`src/sv/lfks_pkg.sv`:
```
package lfks_pkg;

    // Input action codes
    localparam logic [2:0] ACT_TICK     = 3'd0;
    localparam logic [2:0] ACT_LOAD_COL = 3'd1;
    localparam logic [2:0] ACT_LOAD_TIM = 3'd2;
    localparam logic [2:0] ACT_PLAY     = 3'd3;
    localparam logic [2:0] ACT_STOP     = 3'd4;

    localparam int NUM_LEDS = 5;
    localparam int NUM_CHAN = 15;
    localparam logic [2:0] LAST_LED = 3'd4;
    localparam logic [1:0] LAST_CH  = 2'd2;

    // Datapath operations, one per cycle
    typedef enum logic [4:0] {
        OP_NONE,
        OP_ACCEPT,
        OP_SUBTICK,
        OP_ADVANCE,
        OP_PLAY,
        OP_STOP,
        OP_RESTORE,
        OP_TIM_RD,
        OP_TIM_CAP,
        OP_COL_RDS,
        OP_COL_RDT,
        OP_COL_CAPT,
        OP_DIV_START,
        OP_DIV_STEP,
        OP_DIV_END,
        OP_EL_CLR,
        OP_EL_TPS,
        OP_EL_SAVED,
        OP_EL_ADD,
        OP_MUL,
        OP_COL,
        OP_OUT
    } t_op;

    // What a redraw shows
    typedef enum logic [1:0] {
        EM_BLACK,
        EM_TARGET,
        EM_RENDER
    } t_emit;

    typedef struct packed {
        t_op        op;
        logic [2:0] led;
        logic [1:0] ch;
        t_emit      emit;
    } t_cmd;

    typedef struct packed {
        logic [2:0] act;
        logic       sub_zero;
        logic       animating;
        logic       el_ge_dur;
        logic       el_zero;
        logic       fade_bit;
        logic       cue_ends;
        logic       can_resume;
        logic       out_fire;
    } t_stat;

endpackage

```
`src/sv/lfks_ctrl.sv`:
```
module lfks_ctrl #(
    parameter int DIV_STEPS = 30
) (
    input  logic           i_clk,
    input  logic           i_rst_n,
    input  logic           i_in_valid,
    input  lfks_pkg::t_stat i_stat,
    output lfks_pkg::t_cmd  o_cmd,
    output logic           o_in_stall
);

    localparam int CNT_W = $clog2(DIV_STEPS);

    typedef enum logic [4:0] {
        S_IDLE, S_DEC, S_PLAY, S_STOP, S_ADV, S_RESTORE,
        S_TRD, S_TCAP, S_CRS, S_CRT, S_CCT,
        S_DSTART, S_DSTEP, S_DEND, S_SEND,
        S_TPS, S_LDSAVED, S_ADD,
        S_EMUL, S_ECOL, S_EOUT, S_EWAIT
    } t_state;

    // what follows a redraw or a frame set-up
    typedef enum logic [1:0] {
        NX_IDLE, NX_ADD, NX_SETUP_TPS, NX_TPS_RESUME
    } t_nxt;

    t_state            r_state;
    t_nxt              r_next;
    logic              r_resume;
    logic [2:0]        r_led;
    logic [1:0]        r_ch;
    logic [CNT_W-1:0]  r_cnt;
    lfks_pkg::t_emit   r_emit;

    // command decode
    always_comb begin
        o_cmd.led  = r_led;
        o_cmd.ch   = r_ch;
        o_cmd.emit = r_emit;
        unique case (r_state)
            S_IDLE:    o_cmd.op = i_in_valid ? lfks_pkg::OP_ACCEPT : lfks_pkg::OP_NONE;
            S_DEC:     o_cmd.op = (i_stat.act == lfks_pkg::ACT_TICK) ?
                                  lfks_pkg::OP_SUBTICK : lfks_pkg::OP_NONE;
            S_PLAY:    o_cmd.op = lfks_pkg::OP_PLAY;
            S_STOP:    o_cmd.op = lfks_pkg::OP_STOP;
            S_ADV:     o_cmd.op = lfks_pkg::OP_ADVANCE;
            S_RESTORE: o_cmd.op = lfks_pkg::OP_RESTORE;
            S_TRD:     o_cmd.op = lfks_pkg::OP_TIM_RD;
            S_TCAP:    o_cmd.op = lfks_pkg::OP_TIM_CAP;
            S_CRS:     o_cmd.op = lfks_pkg::OP_COL_RDS;
            S_CRT:     o_cmd.op = lfks_pkg::OP_COL_RDT;
            S_CCT:     o_cmd.op = lfks_pkg::OP_COL_CAPT;
            S_DSTART:  o_cmd.op = lfks_pkg::OP_DIV_START;
            S_DSTEP:   o_cmd.op = lfks_pkg::OP_DIV_STEP;
            S_DEND:    o_cmd.op = lfks_pkg::OP_DIV_END;
            S_SEND:    o_cmd.op = lfks_pkg::OP_EL_CLR;
            S_TPS:     o_cmd.op = lfks_pkg::OP_EL_TPS;
            S_LDSAVED: o_cmd.op = lfks_pkg::OP_EL_SAVED;
            S_ADD:     o_cmd.op = lfks_pkg::OP_EL_ADD;
            S_EMUL:    o_cmd.op = lfks_pkg::OP_MUL;
            S_ECOL:    o_cmd.op = lfks_pkg::OP_COL;
            S_EOUT:    o_cmd.op = lfks_pkg::OP_OUT;
            default:   o_cmd.op = lfks_pkg::OP_NONE;
        endcase
    end

    assign o_in_stall = (r_state != S_IDLE);

    // sequencer
    always_ff @(posedge i_clk) begin
        if (!i_rst_n) begin
            r_state  <= S_IDLE;
            r_next   <= NX_IDLE;
            r_resume <= 1'b0;
            r_led    <= '0;
            r_ch     <= '0;
            r_cnt    <= '0;
            r_emit   <= lfks_pkg::EM_BLACK;
        end else begin
            unique case (r_state)
                S_IDLE: begin
                    if (i_in_valid) r_state <= S_DEC;
                end
                S_DEC: begin
                    r_state <= S_IDLE;
                    if (i_stat.act == lfks_pkg::ACT_TICK) begin
                        if (i_stat.sub_zero && i_stat.animating) begin
                            if (i_stat.el_ge_dur) begin
                                if (i_stat.cue_ends)
                                    r_state <= i_stat.can_resume ? S_RESTORE : S_STOP;
                                else
                                    r_state <= S_ADV;
                            end else if (i_stat.el_zero || i_stat.fade_bit) begin
                                r_emit  <= lfks_pkg::EM_RENDER;
                                r_next  <= NX_ADD;
                                r_led   <= '0;
                                r_ch    <= '0;
                                r_state <= S_EMUL;
                            end else begin
                                r_state <= S_ADD;
                            end
                        end
                    end else if (i_stat.act == lfks_pkg::ACT_PLAY) begin
                        r_state <= S_PLAY;
                    end else if (i_stat.act == lfks_pkg::ACT_STOP) begin
                        r_state <= S_STOP;
                    end
                end
                S_PLAY: begin
                    r_next   <= NX_IDLE;
                    r_state  <= S_TRD;
                end
                S_RESTORE: begin
                    r_next   <= NX_TPS_RESUME;
                    r_resume <= 1'b1;
                    r_state  <= S_TRD;
                end
                S_STOP: begin
                    r_emit  <= lfks_pkg::EM_BLACK;
                    r_next  <= NX_IDLE;
                    r_led   <= '0;
                    r_ch    <= '0;
                    r_state <= S_EMUL;
                end
                S_ADV: begin
                    r_emit  <= lfks_pkg::EM_TARGET;
                    r_next  <= NX_SETUP_TPS;
                    r_led   <= '0;
                    r_ch    <= '0;
                    r_state <= S_EMUL;
                end
                // frame set-up
                S_TRD:  r_state <= S_TCAP;
                S_TCAP: begin
                    r_led   <= '0;
                    r_state <= S_CRS;
                end
                S_CRS: r_state <= S_CRT;
                S_CRT: r_state <= S_CCT;
                S_CCT: begin
                    r_ch    <= '0;
                    r_state <= S_DSTART;
                end
                S_DSTART: begin
                    r_cnt   <= '0;
                    r_state <= S_DSTEP;
                end
                S_DSTEP: begin
                    if (r_cnt == CNT_W'(DIV_STEPS - 1)) r_state <= S_DEND;
                    else r_cnt <= r_cnt + 1'b1;
                end
                S_DEND: begin
                    if (r_ch == lfks_pkg::LAST_CH) begin
                        if (r_led == lfks_pkg::LAST_LED) begin
                            r_state <= S_SEND;
                        end else begin
                            r_led   <= r_led + 1'b1;
                            r_state <= S_CRS;
                        end
                    end else begin
                        r_ch    <= r_ch + 1'b1;
                        r_state <= S_DSTART;
                    end
                end
                S_SEND: begin
                    if (r_next == NX_TPS_RESUME)
                        r_state <= r_resume ? S_LDSAVED : S_TPS;
                    else
                        r_state <= S_IDLE;
                end
                S_TPS: r_state <= S_IDLE;
                S_LDSAVED: begin
                    r_resume <= 1'b0;
                    r_emit   <= lfks_pkg::EM_RENDER;
                    r_next   <= NX_ADD;
                    r_led    <= '0;
                    r_ch     <= '0;
                    r_state  <= S_EMUL;
                end
                S_ADD: r_state <= S_IDLE;
                // redraw: three channels per LED, then one beat
                S_EMUL: r_state <= S_ECOL;
                S_ECOL: begin
                    if (r_ch == lfks_pkg::LAST_CH) begin
                        r_state <= S_EOUT;
                    end else begin
                        r_ch    <= r_ch + 1'b1;
                        r_state <= S_EMUL;
                    end
                end
                S_EOUT: r_state <= S_EWAIT;
                S_EWAIT: begin
                    if (i_stat.out_fire) begin
                        if (r_led == lfks_pkg::LAST_LED) begin
                            unique case (r_next)
                                NX_IDLE: r_state <= S_IDLE;
                                NX_ADD:  r_state <= S_ADD;
                                NX_SETUP_TPS: begin
                                    r_next   <= NX_TPS_RESUME;
                                    r_resume <= 1'b0;
                                    r_state  <= S_TRD;
                                end
                                NX_TPS_RESUME: r_state <= S_IDLE;
                            endcase
                        end else begin
                            r_led   <= r_led + 1'b1;
                            r_ch    <= '0;
                            r_state <= S_EMUL;
                        end
                    end
                end
                default: r_state <= S_IDLE;
            endcase
        end
    end

endmodule

```
`config.mk`:
```
export PLATFORM = sky130hd
export DESIGN_NAME = lfks_ctrl
export DESIGN_NICKNAME = d
export VERILOG_FILES = /design/src/sv/lfks_pkg.sv /design/src/sv/lfks_ctrl.sv
export SDC_FILE = /design/constraint.sdc
export NUM_CORES = 1
export LEC_CHECK = 0
export BUFFER_PORTS_ARGS = -buffer_cell sky130_fd_sc_hd__buf_2
export CAP_MARGIN = 20
export CORE_MARGIN = 2
export CORE_UTILIZATION = 40
export CTS_CLUSTER_DIAMETER = 30
export DETAILED_ROUTE_END_ITERATION = 12
export PLACE_DENSITY_LB_ADDON = 0.12
export SYNTH_ARGS = -nofsm -noshare
export SYNTH_HDL_FRONTEND = slang
export SYNTH_SLANG_ARGS = --single-unit
```
`constraint.sdc`:
```
create_clock -name i_clk -period 1.7 [get_ports i_clk]
set_input_delay 0.17 -clock i_clk [delete_from_list [all_inputs] [get_ports i_clk]]
set_output_delay 0.17 -clock i_clk [all_outputs]
set_load 0.01 [all_outputs]
```
==> Yosys cells after proc, flatten, opt, wreduce, memory -nomap -nowiden <==
Index checks and enable logic that the tools add are counted.
{ "totals": {"register_bits": 20, "inputBits": 14} }
{ "classes": {"add_sub_neg": 3, "n_eq_ne": 42, "n_mux": 57, "n_reduce_logical": 26} }
{ "op_table": {"columns": ["operator", "n"], "rows": [
  ["5-bit one-hot mux with 21 select lines", 1],
  ["5-bit one-hot mux with 17 select lines", 1],
  ["5-bit two-way mux", 11],
  ["2-bit two-way mux", 22],
  ["5-bit by 4-bit equality test with 1-bit output (second input constant)", 8],
  ["5-bit equality test (second input constant)", 7],
  ["3-bit two-way mux", 11],
  ["2-bit != test (second input constant)", 12],
  ["5-bit by 3-bit equality test with 1-bit output (second input constant)", 4],
  ["2-bit one-hot mux with 4 select lines", 2],
  ["8-bit AND reduction", 2],
  ["5-bit one-hot mux with 3 select lines", 1],
  ["2-bit one-hot mux with 6 select lines", 1],
  ["3-bit one-hot mux with 4 select lines", 1],
  ["4-bit nonzero test", 3],
  ["5-bit by 2-bit equality test with 1-bit output (second input constant)", 2],
  ["5-bit one-hot mux with 2 select lines", 1],
  ["2-bit OR reduction", 4],
  ["4-bit OR reduction", 2],
  ["7-bit AND reduction", 1],
  ["2-bit equality test (second input constant)", 3],
  ["3-bit equality test (second input constant)", 2],
  ["6-bit nonzero test", 1],
  ["5-bit by 1-bit adder with 5-bit output (second input constant)", 1],
  ["other kinds (21)", 24]
]} }

==> Depth between registers and ports, before layout <==
Gate-level depths: netlist of run 1.
{ "depth": {"ltp_word": 6, "depth_mapped": 8, "ltp_nobuf": 7} }

==> Least setup slack after synthesis of run 1 <==
OpenSTA, ideal clock, no wires.
{ "synth_path": {"kind": "register to register", "start": "reg r_led[0]", "end": "reg r_led[2]", "setup_time_ns": 0.122, "arrival_ns": 1.569, "required_time_ns": 1.578, "setup_slack_ns": 0.008, "stages_incl_launch_ff": 8, "path_buffers": 0, "period_less_slack_ns": 1.692, "cell_sequence": "dfxtp_1 > inv_1 > ha_1 > nand2_1 > nand2_1 > a22oi_4 > o211ai_2 > a311o_1"} }
{ "synth_between": {"elab_chain_len": 4, "elab_cells_between_ends": 6, "classes_between": "add/sub: 1; eq/ne: 1; mux: 4"} }
{ "synth_rtl": {"columns": ["element", "line_no", "source"], "rows": [
  ["start, declared", "lfks_ctrl.sv:30", "logic [2:0] r_led;"],
  ["start signal, assigned", "lfks_ctrl.sv:157", "r_led <= r_led + 1'b1;"],
  ["start signal, assigned", "lfks_ctrl.sv:206", "r_led <= r_led + 1'b1;"],
  ["3-bit by 1-bit adder with 3-bit output / 3-bit equality test (equally long branches)", null, null],
  ["3-bit two-way mux (*)", "lfks_ctrl.sv:154, lfks_ctrl.sv:194", null],
  ["3-bit two-way mux, on equally long branches", "lfks_ctrl.sv:193, lfks_ctrl.sv:153", null],
  ["3-bit one-hot mux with 4 select lines (*)", "lfks_ctrl.sv:80", "unique case (r_state)"]
]} }
Mark *: on every way between the ends. The rest lies on a longest branch, timed or not. The select of a mux whose other input is x is not followed.
A chain may end at the register's enable or synchronous reset.

==> Worst setup path after layout of run 1 <==
{ "layout_path": {"start": "reg r_state[3]", "end": "reg r_state[0]"} }
{ "layout_between": {"elab_chain_len": 3, "elab_cells_between_ends": 27, "classes_between": "eq/ne: 22; mux: 1; reduce/logical: 4"} }
{ "layout_rtl": {"columns": ["element", "line_no", "source"], "rows": [
  ["start, declared", "lfks_ctrl.sv:27", "t_state r_state;"],
  ["start signal, assigned", "lfks_ctrl.sv:90", "r_state <= i_stat.can_resume ? S_RESTORE : S_STOP;"],
  ["start signal, assigned", "lfks_ctrl.sv:167", "r_state <= r_resume ? S_LDSAVED : S_TPS;"],
  ["5-bit equality test (tied with other cells)", "lfks_ctrl.sv:80", null],
  ["3-bit OR reduction (no line) (tied with other cells)", null, null],
  ["5-bit one-hot mux with 17 select lines / 3-bit AND reduction (equally long branches)", null, null]
]} }
Several ways; a longest one is shown, not always the timed one.

==> results.py, run 1 <==
metrics = {
    "global_route": {
        "grt_pass1_vias": 2136,
        "grt_max_degree": 14,
        "grt_overflow_total": 0,
        "grt_first_pass_wirelength_um": 10200,
        "gr-usage-all-layers_pct": 23.8,
        "antenna_found_initial": 0,
    },
    "synth": {
        "ys_ff_latch": 20,
        "synth_largest_area_cell": "dfxtp_1",
        "synth_nets": 284,
        "ys.flop_type": "dfxtp_1",
        "synthesis.instances": 265,
        "synth_area_leaders": "dfxtp_1 20%, a21oi_1 5.4%, nand2_1 5.4%, nor2_1 4.2%, o21ai_0 3.8%",
        "yosys_warnings": 0,
        "synth_edf_count": 0,
        "synthesis.area_um2": 1960,
        "synthDistinctLibCells": 67,
        "synthArstFlopShare_pct": 0,
        "syn_avg_cell_area_um2": 7.40,
        "synth_most_common_cell": "nand2_1",
        "ys_top_cells_by_count": "28 x nand2_1, 22 x nor2_1, 21 x a21oi_1, 20 x dfxtp_1, 15 x o21ai_0",
        "synth_top_area_share_pct": 20.4,
        "yosysSeqAreaShare_pct": 20.4,
    },
    "route": {
        "num_vias": 2394,
        "vias_per_cell": 5.78,
        "wl_um": 6660,
        "route.detailed.drc": 0,
        "first_pass_iters": 5,
        "ant_nets": 0,
        "drtIter0Drc": 162,
        "wl_per_cell_um": 16.1,
    },
    "placed_design": {
        "postPlaceCellArea_um2": 2520,
        "placed_cells": 399,
        "port_buffers": 26,
        "place.gp.congestion": 0.960,
        "hpwl_um": 4800,
    },
    "setup_path": {
        "end_kind": "register",
        "path_max_fanout": 5,
        "crit_type": "reg -> reg",
        "start_kind": "register",
        "r2r_setup_slack_ps": -9,
        "worst_ep_arrival_time_ps": 1880,
        "worstPathRequired_ps": 1870,
    },
    "finish": {
        "nets": 367,
        "diodes": 0,
        "stdcell_count": 414,
        "multi_input_area_um2": 1580,
        "drive_above_1_share_pct": 44.1,
        "syn_to_final_growth_pct": 49.4,
        "num-fill-cells": 412,
        "fin_area_um2": 2930,
        "regArea_um2": 417,
    },
    "clock_network": {
        "path_clk_slew_ps": 80,
        "clockBufferDepth": 2,
        "cts.htree.levels": 1,
        "cts_tree": "yes",
        "cts_buffers": 3,
        "cts_root_buffer": "clkbuf_8",
        "ctsHoldBuffers": 0,
        "clk_latency_ps": 260,
        "clock_sinks": 20,
    },
    "floorplan": {
        "die_w_um": 74.0,
        "die_y_um": 74.0,
        "start_util_pct": 41.5,
        "io_pins": 27,
        "die-area_um2": 5480,
        "rows": 25,
        "core_area_um2": 4720,
    },
    "power": {
        "switching_share_pct": 37.2,
        "ir_drop_mv": 0.463,
        "combPwrFrac_pct": 56.1,
        "p_sw_uw": 882,
        "clock_power_share_pct": 20.9,
        "p_seq_share_pct": 23.1,
        "total_leakage_power_nw": 1.21,
        "pwr_density_cell_nw_per_um2": 808,
        "p_int_mw": 1.49,
    },
    "sta": {
        "hold-worst-slack_ps": 242,
        "slew_headroom_pct": 71.2,
        "max_freq_ghz": 0.585,
        "fin_ws_ps": -8.79,
        "report.final.hold_viol_count": 0,
        "finalCriticalPeriod_ps": 1710,
        "period_share_pct": 101,
        "rsz0062_at_grt": "true",
        "report.final.slew_viol_count": 0,
        "worst_pin_slew_ps": 432,
        "final-setup-viol-count": 1,
        "skew_ps": 2.43,
    },
    "status": {
        "status": "finished with violations",
        "violations": "setup timing",
    },
    "run": {
        "drv_cap": 0,
    },
    "hold_path": {
        "hold_class": "in -> reg",
    },
}
-- per-layer routing --
layer,wire (µm),vias to the layer above,track usage (%),part of all wire [%]
met3,461,11,2.71,6.9
met2,3180,111,40.5,48
met5,0,-,0,0
met1,2880,1120,31.9,43
met4,133,0,6.67,2.0
li1,-,1152,-,-
-- sequential cells by signal, summed over array words and instances, names as in the netlist --
signal / flops
r_led: 3
r_emit: 2
r_resume: 1
r_ch: 2
r_cnt: 5
r_next: 2
r_state: 5
-- critical path: stages, from the launching register on --
cell     delay [ps]
dfxtp_4         360
buf_4           150
and2b_2         260
buf_4           120
nand3_2         120
o32a_1          360
and3_1          140
o32ai_1          90
-- kinds of logic after synthesis --
| kind of cell | Yosys count | share of synthesized area, % |
|---|---|---|
| buffers and inverters | 35 | 8.55 |
| AND/OR/NAND/NOR | 107 | 30.0 |
| XOR/XNOR | 6 | 2.68 |
| adder cells (fa/ha/maj) | 5 | 3.19 |
| AO/OA/AOI/OAI | 90 | 34.1 |
| flip-flops | 20 | 20.4 |
| multiplexers | 2 | 1.02 |
-- placed cells by master, fill, tap and decap left out, drive strengths merged, types with 3 or more instances in the layout --
master,instances
a211oi,5
a21oi,21
a22oi,4
a31oi,6
and2,3
and3,3
buf,98
clkbuf,3
dfxtp,20
ha,5
inv,15
nand2,28
nand2b,5
nand3,14
nand4,3
nor2,23
nor2b,3
nor3,13
nor3b,3
o2111ai,3
o211ai,4
o21ai,16
o32ai,4
xnor2,4
-- through the flow --
step	setup WS [ps]	setup TNS [ps]	total power [mW]	utilization [%]
6_report	-8.79	-8.79	2.37	62.0
5_1_grt	-44.1	-219	2.49	62.0
4_1_cts	1.08	0	2.10	56.2
3_5_place_dp	-46.4	-223	1.56	53.4
3_3_place_gp	-49.7	-220	1.57	53.4
2_1_floorplan	8.46	0	1.13	-
-- area by class of cell --
cell class | count | share of cell area (%)
clock inverters | 1 | 1.02
flip-flops and latches | 20 | 14.2
well taps | 67 | 2.86
inverters | 15 | 2.01
repair buffers | 98 | 24.6
multi-input cells | 210 | 53.9
clock buffers | 3 | 1.41
-- power groups by stage --
stage	Clock, mW	Sequential [mW]	Combinational, mW
6_report	0.494	0.547	1.33
5_1_grt	0.524	0.553	1.41
4_1_cts	0.506	0.543	1.05
3_5_place_dp	0	0.553	1.01
3_3_place_gp	0	0.550	1.02
2_1_floorplan	0	0.535	0.595
-- final timing paths --
check	cells past startpoint	start	end
max	7	r_state[3]$_SDFFE_PN0P_	r_state[0]$_SDFFE_PN0P_
min	2	i_stat[0]	r_state[0]$_SDFFE_PN0P_
max reg2reg	7	r_state[3]$_SDFFE_PN0P_	r_state[0]$_SDFFE_PN0P_
min reg2reg	2	r_emit[1]$_SDFFE_PN0P_	r_emit[1]$_SDFFE_PN0P_
-- what timing repair did --
item | in CTS | in global routing
endpoints found under the setup margin | 13 | 16
pin swaps | 0 | 11
gates resized for setup | 19 | 49
setup buffers | 2 | 9
No activity file was read; power rests on OpenSTA's default activity.
==> run 2, diff against run 1 <==
==> constraint.sdc (replaced) <==
create_clock -name i_clk -period 1.7 [get_ports i_clk]
set_input_delay 0.17 -clock i_clk [delete_from_list [all_inputs] [get_ports i_clk]]
set_output_delay 0.17 -clock i_clk [all_outputs]
set_load 0.05 [all_outputs]
==> run 2 against run 1 <==
  * The run still ends with setup timing left
  * Utilization is 7.4 points higher
  * Wire length grew 10%
  * Sequential share of layout area is 1.1 points lower
  * Largest cell class unchanged
==> results.py, run 2 (synthesis gave the netlist of run 1 again) <==
metrics = {
    "global_route": {
        "grt_overflow_total": 0,
        "antenna_found_initial": 0,
        "grt_max_degree": 15,
        "grt_first_pass_wirelength_um": 11000,
        "grt_pass1_vias": 2344,
        "gr-usage-all-layers_pct": 26.0,
    },
    "floorplan": {
        "core_area_um2": 4720,
        "io_pins": 27,
        "die_w_um": 74.0,
        "rows": 25,
        "start_util_pct": 41.5,
        "die_y_um": 74.0,
        "die-area_um2": 5480,
    },
    "route": {
        "drtIter0Drc": 211,
        "vias_per_cell": 5.77,
        "route.detailed.drc": 0,
        "num_vias": 2480,
        "wl_um": 7340,
        "ant_nets": 0,
        "first_pass_iters": 5,
        "wl_per_cell_um": 17.1,
    },
    "hold_path": {
        "hold_class": "in -> reg",
    },
    "sta": {
        "period_share_pct": 102,
        "worst_pin_slew_ps": 402,
        "rsz0062_at_grt": "true",
        "fin_ws_ps": -42.1,
        "final-setup-viol-count": 4,
        "slew_headroom_pct": 73.1,
        "max_freq_ghz": 0.574,
        "report.final.hold_viol_count": 0,
        "report.final.slew_viol_count": 0,
        "hold-worst-slack_ps": 245,
        "skew_ps": 2.08,
        "finalCriticalPeriod_ps": 1740,
    },
    "clock_network": {
        "cts_tree": "yes",
        "clockBufferDepth": 2,
        "ctsHoldBuffers": 0,
        "cts.htree.levels": 1,
        "clock_sinks": 20,
        "cts_buffers": 3,
        "cts_root_buffer": "clkbuf_8",
        "path_clk_slew_ps": 90,
        "clk_latency_ps": 270,
    },
    "finish": {
        "final_cell_mix": "68 x buf_4, 25 x nand2_1, 21 x buf_2",
        "fin_util_pct": 69.5,
        "diodes": 0,
        "layout_commonest_cell": "buf_4",
        "drive_above_1_share_pct": 51.5,
        "syn_to_final_growth_pct": 67.2,
        "reg_top3": "r_cnt x5, r_state x5, r_led x3",
        "nets": 383,
        "fin_area_um2": 3280,
    },
    "placed_design": {
        "place.gp.congestion": 0.889,
        "postPlaceCellArea_um2": 2650,
        "port_buffers": 26,
        "pre_cts_ws_ps": -102,
        "hpwl_um": 4870,
    },
    "power": {
        "pwr_density_cell_nw_per_um2": 799,
        "total_leakage_power_nw": 1.32,
        "ir_drop_mv": 0.667,
        "p_total_mw": 2.62,
    },
    "setup_path": {
        "start_kind": "register",
        "path_max_fanout": 6,
        "worstPathRequired_ps": 1530,
        "end_kind": "output pin",
        "worst_ep_arrival_time_ps": 1570,
        "crit_type": "reg -> out",
    },
    "run": {
        "drv_cap": 0,
    },
    "status": {
        "violations": "setup timing",
        "status": "finished with violations",
    },
}
## run 2: cell types whose count changed in the layout (fill, tap and decap cells not counted), sizes merged
cell / before / now
buf: 98 / 113
clkinvlp: 0 / 2
inv: 15 / 13
clkbuf: 3 / 4
## run 2: cell type report
type | count | area, µm²
Fill cell | 354 | 1440
Tap cell | 67 | 83.8
Sequential cell | 20 | 430
Inverter | 15 | 71.3
Clock inverter | 1 | 30.0
Clock buffer | 3 | 41.3
Multi-Input combinational cell | 210 | 1660
Timing Repair Buffer | 114 | 968
## run 2: worst paths after layout
check	startpoint	slack [ps]	end	depth (start not counted)
max	r_state[3]$_SDFFE_PN0P_	-40	o_cmd[10]	5
min	i_stat[0]	250	r_state[0]$_SDFFE_PN0P_	2
max reg2reg	r_state[4]$_SDFFE_PN0P_	10	r_cnt[4]$_SDFFE_PN0P_	7
min reg2reg	r_emit[0]$_SDFFE_PN0P_	490	r_emit[0]$_SDFFE_PN0P_	2
## run 2: repair_timing
item,CTS,global route
endpoints found under the setup margin,14,19
cloned,0,1
setup buffers,11,10
resized for setup,46,52
pin swaps,7,24
## run 2: layer usage
layer | part of all wire (%) | global-route usage (%)
met1 | 42 | 32.3
met2 | 47 | 44.3
met3 | 6.1 | 3.52
met4 | 4.2 | 12.5
met5 | 0 | 0
## run 2: metrics by stage
stage          TNS (ps)  std cells
2_1_floorplan      -242        265
3_3_place_gp       -142        404
3_5_place_dp       -370        404
4_1_cts           -6.17        419
5_1_grt            -472        430
6_report          -99.0        430
## run 2: worst max-delay path, cell delays in order (launching register included)
cell and delay, ps:
dfxtp_4 350, buf_4 150, and2b_2 270, nand3_1 160, a21oi_4 180, buf_6 180
## run 2: power breakdown
group | internal [mW] | total, mW | switching, mW | leakage, nW
logic | 0.761 | 1.57 | 0.811 | 1.11
clock network | 0.315 | 0.504 | 0.189 | 0.0357
registers | 0.500 | 0.547 | 0.0468 | 0.169
total | 1.58 | 2.62 | 1.05 | 1.32
